<file path="config.mk">
export PLATFORM = sky130hd
export DESIGN_NAME = lwsc_out_reg
export DESIGN_NICKNAME = d
export VERILOG_FILES = /design/src/sv/lwsc_pkg.sv /design/src/sv/lwsc_out_reg.sv
export SDC_FILE = /design/constraint.sdc
export NUM_CORES = 1
export LEC_CHECK = 0
export BUFFER_PORTS_ARGS = -buffer_cell sky130_fd_sc_hd__clkbuf_2
export CAP_MARGIN = 30
export CELL_PAD_IN_SITES_DETAIL_PLACEMENT = 0
export CELL_PAD_IN_SITES_GLOBAL_PLACEMENT = 2
export CORE_UTILIZATION = 26
export DETAILED_ROUTE_END_ITERATION = 7
export PLACE_DENSITY_LB_ADDON = 0.1
export RECOVER_POWER = 50
export SLEW_MARGIN = 20
export SYNTH_ARGS = -nofsm -noshare
export SYNTH_HDL_FRONTEND = slang
export SYNTH_SLANG_ARGS = --single-unit
export TNS_END_PERCENT = 30
</file>
<file path="constraint.sdc">
create_clock -name clk -period 0.89 [get_ports clk]
set_input_delay 0.1335 -clock clk [delete_from_list [all_inputs] [get_ports clk]]
set_output_delay 0.1335 -clock clk [all_outputs]
set_load 0.01 [all_outputs]
</file>
<file path="src/sv/lwsc_pkg.sv">
`timescale 1ns / 1ps
package lwsc_pkg;
    localparam logic [1:0] KIND_READ  = 2'd0;
    localparam logic [1:0] KIND_WRITE = 2'd1;
    localparam logic [1:0] KIND_FLUSH = 2'd2;
    localparam logic [1:0] KIND_BAD   = 2'd3;

    localparam logic [2:0] ACT_READ_HIT   = 3'd0;
    localparam logic [2:0] ACT_BYPASS     = 3'd1;
    localparam logic [2:0] ACT_WRITEBACK  = 3'd2;
    localparam logic [2:0] ACT_FILL       = 3'd3;
    localparam logic [2:0] ACT_GRANT      = 3'd4;
    localparam logic [2:0] ACT_FLUSH_DONE = 3'd5;
    localparam logic [2:0] ACT_ERROR      = 3'd6;

    localparam logic [1:0] REG_SECTOR_COUNT = 2'd0;
    localparam logic [1:0] REG_SEC_BYTES    = 2'd1;
    localparam logic [1:0] REG_SLOTS_IN_USE = 2'd2;

    typedef struct packed {
        logic [2:0]  action;
        logic [5:0]  slot;
        logic [30:0] target_sector;
        logic        last;
    } result_t;
endpackage

</file>
<file path="src/sv/lwsc_out_reg.sv">
`timescale 1ns / 1ps
// Single output holding register between the sequencer and the result stream.
module lwsc_out_reg
    import lwsc_pkg::*;
(
    input  logic    clk,
    input  logic    rst_n,
    input  logic    push,
    input  result_t push_data,
    output logic    full,
    output logic    m_axis_tvalid,
    input  logic    m_axis_tready,
    output result_t m_axis_data
);
    logic    valid_reg;
    result_t data_reg;

    always_ff @(posedge clk or negedge rst_n)
    begin
        if (!rst_n)
            valid_reg <= 1'b0;
        else if (push)
            valid_reg <= 1'b1;
        else if (m_axis_tready)
            valid_reg <= 1'b0;
    end

    always_ff @(posedge clk)
    begin
        if (push)
            data_reg <= push_data;
    end

    assign full          = valid_reg && !m_axis_tready;
    assign m_axis_tvalid = valid_reg;
    assign m_axis_data   = data_reg;

    a_push_ok: assert property (@(posedge clk) disable iff (!rst_n)
        push |-> !full) else $error("push into held result");
endmodule
</file>
==> qor.yml, run 1 <==
r2r_end: "m_axis_tvalid"
dr.pass1.iters: 6
switching_power_mw: 0.857
ys_seq_elements: 42
final-setup-viol-count: 43
fill_cells: 453
antenna_cells: 0
p_clk_share_pct: 34.2
fin_crit_ps: 1040
cts_tree: "yes"
core_mm2: 0.00472
rsz0062_at_grt: "yes"
p_sw_share_pct: 20.3
final_area_mm2: 0.00198
crit_family: "flip-flops"
p_int_mw: 3.36
mostFrequentLayoutCells: "clkbuf_2, edfxtp_1, clkbuf_8, dlygate4sd3_1, buf_2"
max_stage_delay_ps: 390
cp.buffers_inverters: 1
drc: 0
grt.overflow.total: 0
ys_types: 4
cts.sinks: 42
cts_setup_buffers: 0
place.gp.congestion: 0.726
drv_cap: 0
cts_buffers: 5
synth_area_leader_cell: "edfxtp_1"
power_frac_seq_pct: 56.4
io_pins: 88
cts_root_buf: "clkbuf_8"
crit_path_end_kind: "output port"
layout_setup_ws_ps: -152
cts_buffer_depth: 2
port_buffers: 87
grt_usage_pct: 9.46
p_leak_nw: 0.875
synth_cells: 44
min_path_type: "in -> reg"
area_growth_pct: 55.5
synth_top_cell_area_share_pct: 96.5
worst_slew_pin_slew_ps: 494
p_per_area_mw_per_mm2: 2130
violations: "setup timing"
crit_type: "reg -> out"
pwr-share-comb_pct: 9.5
cp_slowest_cell: "dfrtp_1"
r2r_slack_ps: 70
synthesis.nets: 89
place_ws_ps: 84.3
placement_rows: 25
vias: 810
drive_gt1_share_pct: 66.4
min_path_cells: 1
place_area_mm2: 0.00184
start_util_pct: 27.0
antenna_found_initial: 0
nets: 190
die_x_um: 72.1
clock.fmax_mhz: 960
syn-cell-area_mm2: 0.00128
slew_headroom_pct: 67.1
setup-tns-final_ps: -1310
required_ps: 760
drtIter0Drc: 79
hp-start: "push_data[10]"
fp.dieH_um: 72.1
mostFrequentLayoutCell: "clkbuf_2"
grt_start_max_net_pins: 23
fin_crit_sh_pct: 117
htree_levels: 2
synth_area_leaders: "edfxtp_1, dfrtp_1, nor2b_4, or2_1"
viasPerCell: 3.80
ys_warn_count: 0
antenna_left: 0
critPathArrivalTime_ps: 910
reg2regPathDepth: 2
hold_viol_final: 0
grt_pass1_vias: 760
max-vdd-ir-drop_mv: 0.840
clk_latency_ps: 280
avgSynthCellArea_um2: 29.0
outcome: "complete, but fails checks"
wl_per_cell_um: 11.6
r2r_start: "m_axis_tvalid"
cp-start-kind: "flip-flop"
worst-path-max-fanout: 2
cts.clk_slew.worst_paths_ps: 80
skew_ps: 0
worstHoldEndpoint: "m_axis_data[10]"
postLayoutCoreUtil_pct: 42.0
grt_first_pass_wirelength_um: 3630
totalWireLength_um: 2480
slew_viol_final: 0
crit_chain: "nor2b_4 > buf_6"
ys_seq_area_share_pct: 98.4
dieArea_mm2: 0.00519
[what timing repair did]
| action | in CTS | in global routing |
|---|---|---|
| endpoints found under the setup margin | 43 | 43 |
| endpoints found under the hold margin | 1 | 4 |
| gates resized for setup | 0 | 5 |
| hold buffers | 1 | 4 |
[how the worst max path moves through the flow]
stage | startpoint | to | slack [ps] | cells past startpoint
floorplan | m_axis_tvalid | m_axis_tvalid | 40 | 2
global placement | m_axis_tvalid | m_axis_tvalid | 100 | 2
detailed placement | m_axis_tvalid | m_axis_tvalid | 80 | 2
CTS | m_axis_tvalid | full | -170 | 2
global route | m_axis_tvalid | full | -210 | 2
finish | m_axis_tvalid | full | -150 | 2
[power by group through the flow]
| stage | logic, mW | registers (mW) | clock network, mW |
|---|---|---|---|
| floorplan | 0.00955 | 2.51 | 0 |
| global placement | 0.392 | 2.42 | 0 |
| detailed placement | 0.397 | 2.43 | 0 |
| CTS | 0.401 | 2.38 | 1.49 |
| global route | 0.433 | 2.39 | 1.58 |
| finish | 0.401 | 2.38 | 1.44 |
[logic make-up after synthesis]
group         Yosys count  share of synthesized area [%]
flops                  42                           98.4
simple gates            2                           1.57
[routing by layer]
| layer | up-vias | share of wire, % | global-route usage [%] |
|---|---|---|---|
| met1 | 376 | 39 | 10.5 |
| li1 | 375 | - | - |
| met4 | 0 | 1.2 | 3.27 |
| met3 | 3 | 11 | 5.14 |
| met2 | 56 | 49 | 15.5 |
| met5 | - | 0 | 0 |
[metrics by stage]
stage / cells / hold slack (ps) / power, mW
floorplan: 44 / -162 / 2.52
global placement: 200 / -89.2 / 2.82
detailed placement: 200 / -85.9 / 2.82
CTS: 209 / 3.55 / 4.27
global route: 213 / 0.294 / 4.40
finish: 213 / 17.7 / 4.22
[cells in the mapped netlist]
library cell   n
or2_1          1
dfrtp_1        1
edfxtp_1      41
nor2b_4        1
[layout make-up]
type | count | area, um^2 | share of cell area, %
multi-input combinational | 2 | 20.0 | 1.01
clock buffer | 5 | 68.8 | 3.47
clock inverter | 3 | 40.0 | 2.02
sequential | 42 | 1260 | 63.3
tap | 67 | 83.8 | 4.22
timing repair buffer | 94 | 515 | 26.0
[registers in the layout (all words and copies together) (netlist names)]
register       count
m_axis_data       41
m_axis_tvalid      1
Note: power is estimated with default switching activity, not from simulation.
==> inputs of run 2 (changes only) <==
Settings changed: CORE_UTILIZATION 26 to 28.
Clock period 0.89 ns to 1.3 ns, I/O delays scaled along.
==> qor.yml, run 2 (same netlist as run 1, synthesis figures left out) <==
viasPerCell: 3.94  # +3.6%
cts_resized: 0  # unchanged
total_power_mw: 2.71  # -36%
cts_buffers: 5  # unchanged
grt_usage_pct: 10.6  # +1.2 points
fill_cells: 392  # -13%
drive_gt1_share_pct: 66.7  # +0.23 points
cts_root_buf: "clkbuf_8"
hp-start: "push_data[35]"
clk_latency_ps: 280  # about the same
mostFrequentLayoutCell: "clkbuf_2"
p_leak_nw: 0.835  # -4.5%
cts_buffer_depth: 2  # unchanged
nets: 185  # -2.6%
min_path_type: "in -> reg"
holdWs_ps: 81.7  # +64.0 ps
outcome: "finished clean"
io_pins: 88  # unchanged
grt_pass1_vias: 766  # +0.79%
antenna_found_initial: 0  # unchanged
crit_type: "in -> reg"
slew_headroom_pct: 32.5  # -35 points
required_ps: 1210  # +450 ps
max-vdd-ir-drop_mv: 0.530  # -37%
crit_chain: "clkbuf_2 > clkbuf_2"
dieArea_mm2: 0.00483  # -7.0%
cts_setup_buffers: 0  # unchanged
place_inst: 184  # -8.0%
place.gp.congestion: 0.647  # -11%
start_util_pct: 29.3  # +2.3 points
stdcell_count: 193  # -9.4%
fp.dieH_um: 69.5  # -3.5%
cts.sinks: 42  # unchanged
critPathArrivalTime_ps: 1040  # +130 ps
cts.clk_slew.worst_paths_ps: 70  # about the same
die_x_um: 69.5  # -3.5%
grt.overflow.total: 0  # unchanged
crit_family: "buffers and inverters"
fin_crit_sh_pct: 87.1
fin_crit_ps: 1130
drc: 0  # unchanged
final-setup-viol-count: 0  # -100%
vias: 760  # -6.2%
crit_top_cell: "clkbuf_2"
drtIter0Drc: 44  # -44%
mostFrequentLayoutCells: "clkbuf_2, edfxtp_1, clkbuf_8"
cts_tree: "yes"
cp-start-kind: "primary input"
worst-path-max-fanout: 42  # +40
crit_path_start: "push"
r2r_start: "m_axis_tvalid"
core_mm2: 0.00435  # -7.8%
area_growth_pct: 47.4
rsz0062_at_grt: "no"
skew_ps: 0  # unchanged
cp_slowest_cell: "clkbuf_2"
hold_viol_final: 0  # unchanged
antenna_left: 0  # unchanged
drv_cap: 0  # unchanged
cp.buffers_inverters: 2  # +1
placement_rows: 24  # -4.0%
clock.fmax_mhz: 883
totalWireLength_um: 2410  # -2.9%
htree_levels: 2  # unchanged
p_per_area_mw_per_mm2: 1440  # -32%
setup-tns-final_ps: 0  # +1310 ps
postLayoutCoreUtil_pct: 43.2  # +1.2 points
crit_path_end_kind: "flip-flop"
dr.pass1.iters: 2  # -4
wl_per_cell_um: 12.5  # +7.2%
largest_reg_flops: 41  # unchanged
port_buffers: 87  # unchanged
max_stage_delay_ps: 750  # +360 ps
worst_slew_pin_slew_ps: 1010  # +520 ps
grt_start_max_net_pins: 43  # +87%
antenna_cells: 0  # unchanged
slew_viol_final: 0  # unchanged
grt_first_pass_wirelength_um: 3760  # +3.6%
==> run 2: repair_timing <==
item                                    4_1_cts  5_1_grt
hold buffers                                  1        0
hold endpoints to repair                      1        0
endpoints found under the setup margin        0        0
==> run 2: through the flow <==
stage	worst slack (ps)	area, um^2
finish	168	1880
global route	79.7	1880
CTS	172	1900
detailed placement	428	1800
global placement	444	1800
floorplan	450	1280
==> run 2: routing by layer <==
layer / wire, um / GRT usage [%]
met5: 0 / 0
met4: 31 / 3.40
met3: 271 / 6.25
met2: 1220 / 17.7
met1: 886 / 11.3
==> run 2: path summary, 6_finish.rpt <==
check,to,slack [ps],cells after the start
worst max-delay path,m_axis_data[39],170,2
worst min-delay path,m_axis_data[35],80,1
worst max register to register,m_axis_tvalid,490,2
worst min register to register,m_axis_tvalid,610,2
max in group asynchronous,m_axis_tvalid,1000,2
min in group asynchronous,m_axis_tvalid,200,2
==> run 2: where the power goes <==
group	total, mW	internal (mW)	switching (mW)
clock network	0.829	0.428	0.402
registers	1.63	1.60	0.0267
logic	0.254	0.118	0.135
==> run 2: area by class of cell <==
type	count	area (um^2)	area share [%]
tap	52	65.1	3.46
clock inverter	1	5.00	0.266
sequential	42	1260	66.8
timing repair buffer	89	448	23.8
multi-input combinational	2	20.0	1.06
clock buffer	7	86.3	4.59
==> inputs of run 3 (changes only) <==
Settings changed: ABC_CLOCK_PERIOD_IN_PS set to 1300, CORE_MARGIN set to 5, MAX_ROUTING_LAYER set to met4.
==> qor.yml, run 3 (same netlist as run 1, synthesis figures left out) <==
fp.dieH_um: 77.5  # +12%
vias: 759  # -0.13%
cp-start-kind: "primary input"
min_path_cells: 1  # unchanged
port_buffers: 87  # unchanged
crit_top_cell: "clkbuf_2"
cts_buffer_depth: 2  # unchanged
viasPerCell: 3.95  # +0.39%
antenna_cells: 0  # unchanged
place.gp.congestion: 0.630  # -2.6%
antenna_left: 0  # unchanged
required_ps: 1210  # about the same
min_path_type: "in -> reg"
totalWireLength_um: 2810  # +17%
fin_crit_sh_pct: 87.9  # +0.81 points
place_ws_ps: 432  # +3.57 ps
mostFrequentLayoutCell: "clkbuf_2"
cts_buffers: 5  # unchanged
grt_usage_pct: 10.2  # -0.45 points
max-vdd-ir-drop_mv: 0.626  # +18%
clock.fmax_mhz: 875  # -0.93%
rsz0062_at_grt: "no"
cts.sinks: 42  # unchanged
holdWs_ps: 82.3  # +0.612 ps
antenna_found_initial: 0  # unchanged
die_x_um: 77.5  # +12%
final-setup-viol-count: 0  # unchanged
outcome: "finished clean"
reg2regPathDepth: 2  # unchanged
grt.overflow.total: 0  # unchanged
grt_pass1_vias: 871  # +14%
total_power_mw: 2.64  # -2.6%
slew_viol_final: 0  # unchanged
cp_slowest_cell: "clkbuf_2"
drc: 0  # unchanged
io_pins: 88  # unchanged
clk_latency_ps: 280  # about the same
crit_path_end_kind: "flip-flop"
mostFrequentLayoutCells: "clkbuf_2, edfxtp_1, clkbuf_8"
critPathArrivalTime_ps: 1050  # about the same
cts.clk_slew.worst_paths_ps: 70  # about the same
largest_reg_flops: 41  # unchanged
crit_chain: "clkbuf_2 > clkbuf_2"
max_stage_delay_ps: 750  # about the same
area_growth_pct: 46.4
skew_ps: 0  # unchanged
p_leak_nw: 0.831  # -0.48%
cts_root_buf: "clkbuf_8"
setup-tns-final_ps: 0  # unchanged
drive_gt1_share_pct: 67.1  # +0.48 points
p_per_area_mw_per_mm2: 1420  # -1.9%
slew_headroom_pct: 32.8  # +0.30 points
htree_levels: 2  # unchanged
path_depth: 2  # unchanged
grt_start_max_net_pins: 43  # unchanged
postLayoutCoreUtil_pct: 42.6  # -0.58 points
cp.buffers_inverters: 2  # unchanged
layout_setup_ws_ps: 157  # -10.6 ps
wl_per_cell_um: 14.6  # +17%
dr.pass1.iters: 2  # unchanged
crit_family: "buffers and inverters"
nets: 185  # unchanged
crit_type: "in -> reg"
start_util_pct: 29.1  # -0.20 points
grt_first_pass_wirelength_um: 4500  # +20%
hold_viol_final: 0  # unchanged
cts_resized: 0  # unchanged
cts_tree: "yes"
placement_rows: 24  # unchanged
dieArea_mm2: 0.00601  # +24%
drtIter0Drc: 43  # -2.3%
drv_cap: 0  # unchanged
worst_slew_pin_slew_ps: 1010  # -4.53 ps
core_mm2: 0.00438  # +0.69%
worst-path-max-fanout: 42  # unchanged
fin_crit_ps: 1140  # +10.6 ps
run 3: cell types whose count changed in the layout (fill, tap and decap cells not counted):
cell / before / now
clkbuf_2: 86 / 88
clkbuf_1: 3 / 2
clkbuf_8: 6 / 5
clkinv_2: 1 / 0
run 3: power by group:
| part | total, mW | switching (mW) | internal (mW) | leakage, nW |
|---|---|---|---|---|
| Sequential | 1.63 | 0.0280 | 1.61 | 0.412 |
| Clock | 0.754 | 0.385 | 0.369 | 0.0383 |
| Combinational | 0.258 | 0.139 | 0.119 | 0.381 |
| Total | 2.64 | 0.551 | 2.09 | 0.831 |
run 3: worst paths after layout:
path / from / endpoint / slack, ps
max in group asynchronous: rst_n / m_axis_tvalid / 1010
min reg2reg: m_axis_tvalid / m_axis_tvalid / 640
max: push / m_axis_data[21] / 160
min in group asynchronous: rst_n / m_axis_tvalid / 210
max reg2reg: m_axis_tvalid / m_axis_tvalid / 460
min: push_data[11] / m_axis_data[11] / 80
run 3: area by class of cell:
type / count / area [um^2]
fillers: 431 / 2520
multi-input cells: 2 / 20.0
flip-flops and latches: 42 / 1260
repair buffers: 89 / 450
clock buffers: 7 / 76.3
well taps: 52 / 65.1
run 3: what timing repair did:
action	4_1_cts	5_1_grt
setup buffers	0	0
hold buffers	1	0
endpoints found under the hold margin	1	0
run 3: per-stage QoR:
step                std cells  instance area, um^2
finish                    192                 1870
global route              192                 1870
CTS                       192                 1880
detailed placement        184                 1800
global placement          184                 1800
floorplan                  44                 1280
run 3: routing by layer:
| layer | global-route usage (%) | vias up | part of all wire (%) |
|---|---|---|---|
| li1 | - | 364 | - |
| met3 | 4.98 | 5 | 10 |
| met1 | 10.5 | 341 | 36 |
| met5 | - | - | 0 |
| met4 | 3.61 | 0 | 1.2 |
| met2 | 16.9 | 49 | 52 |
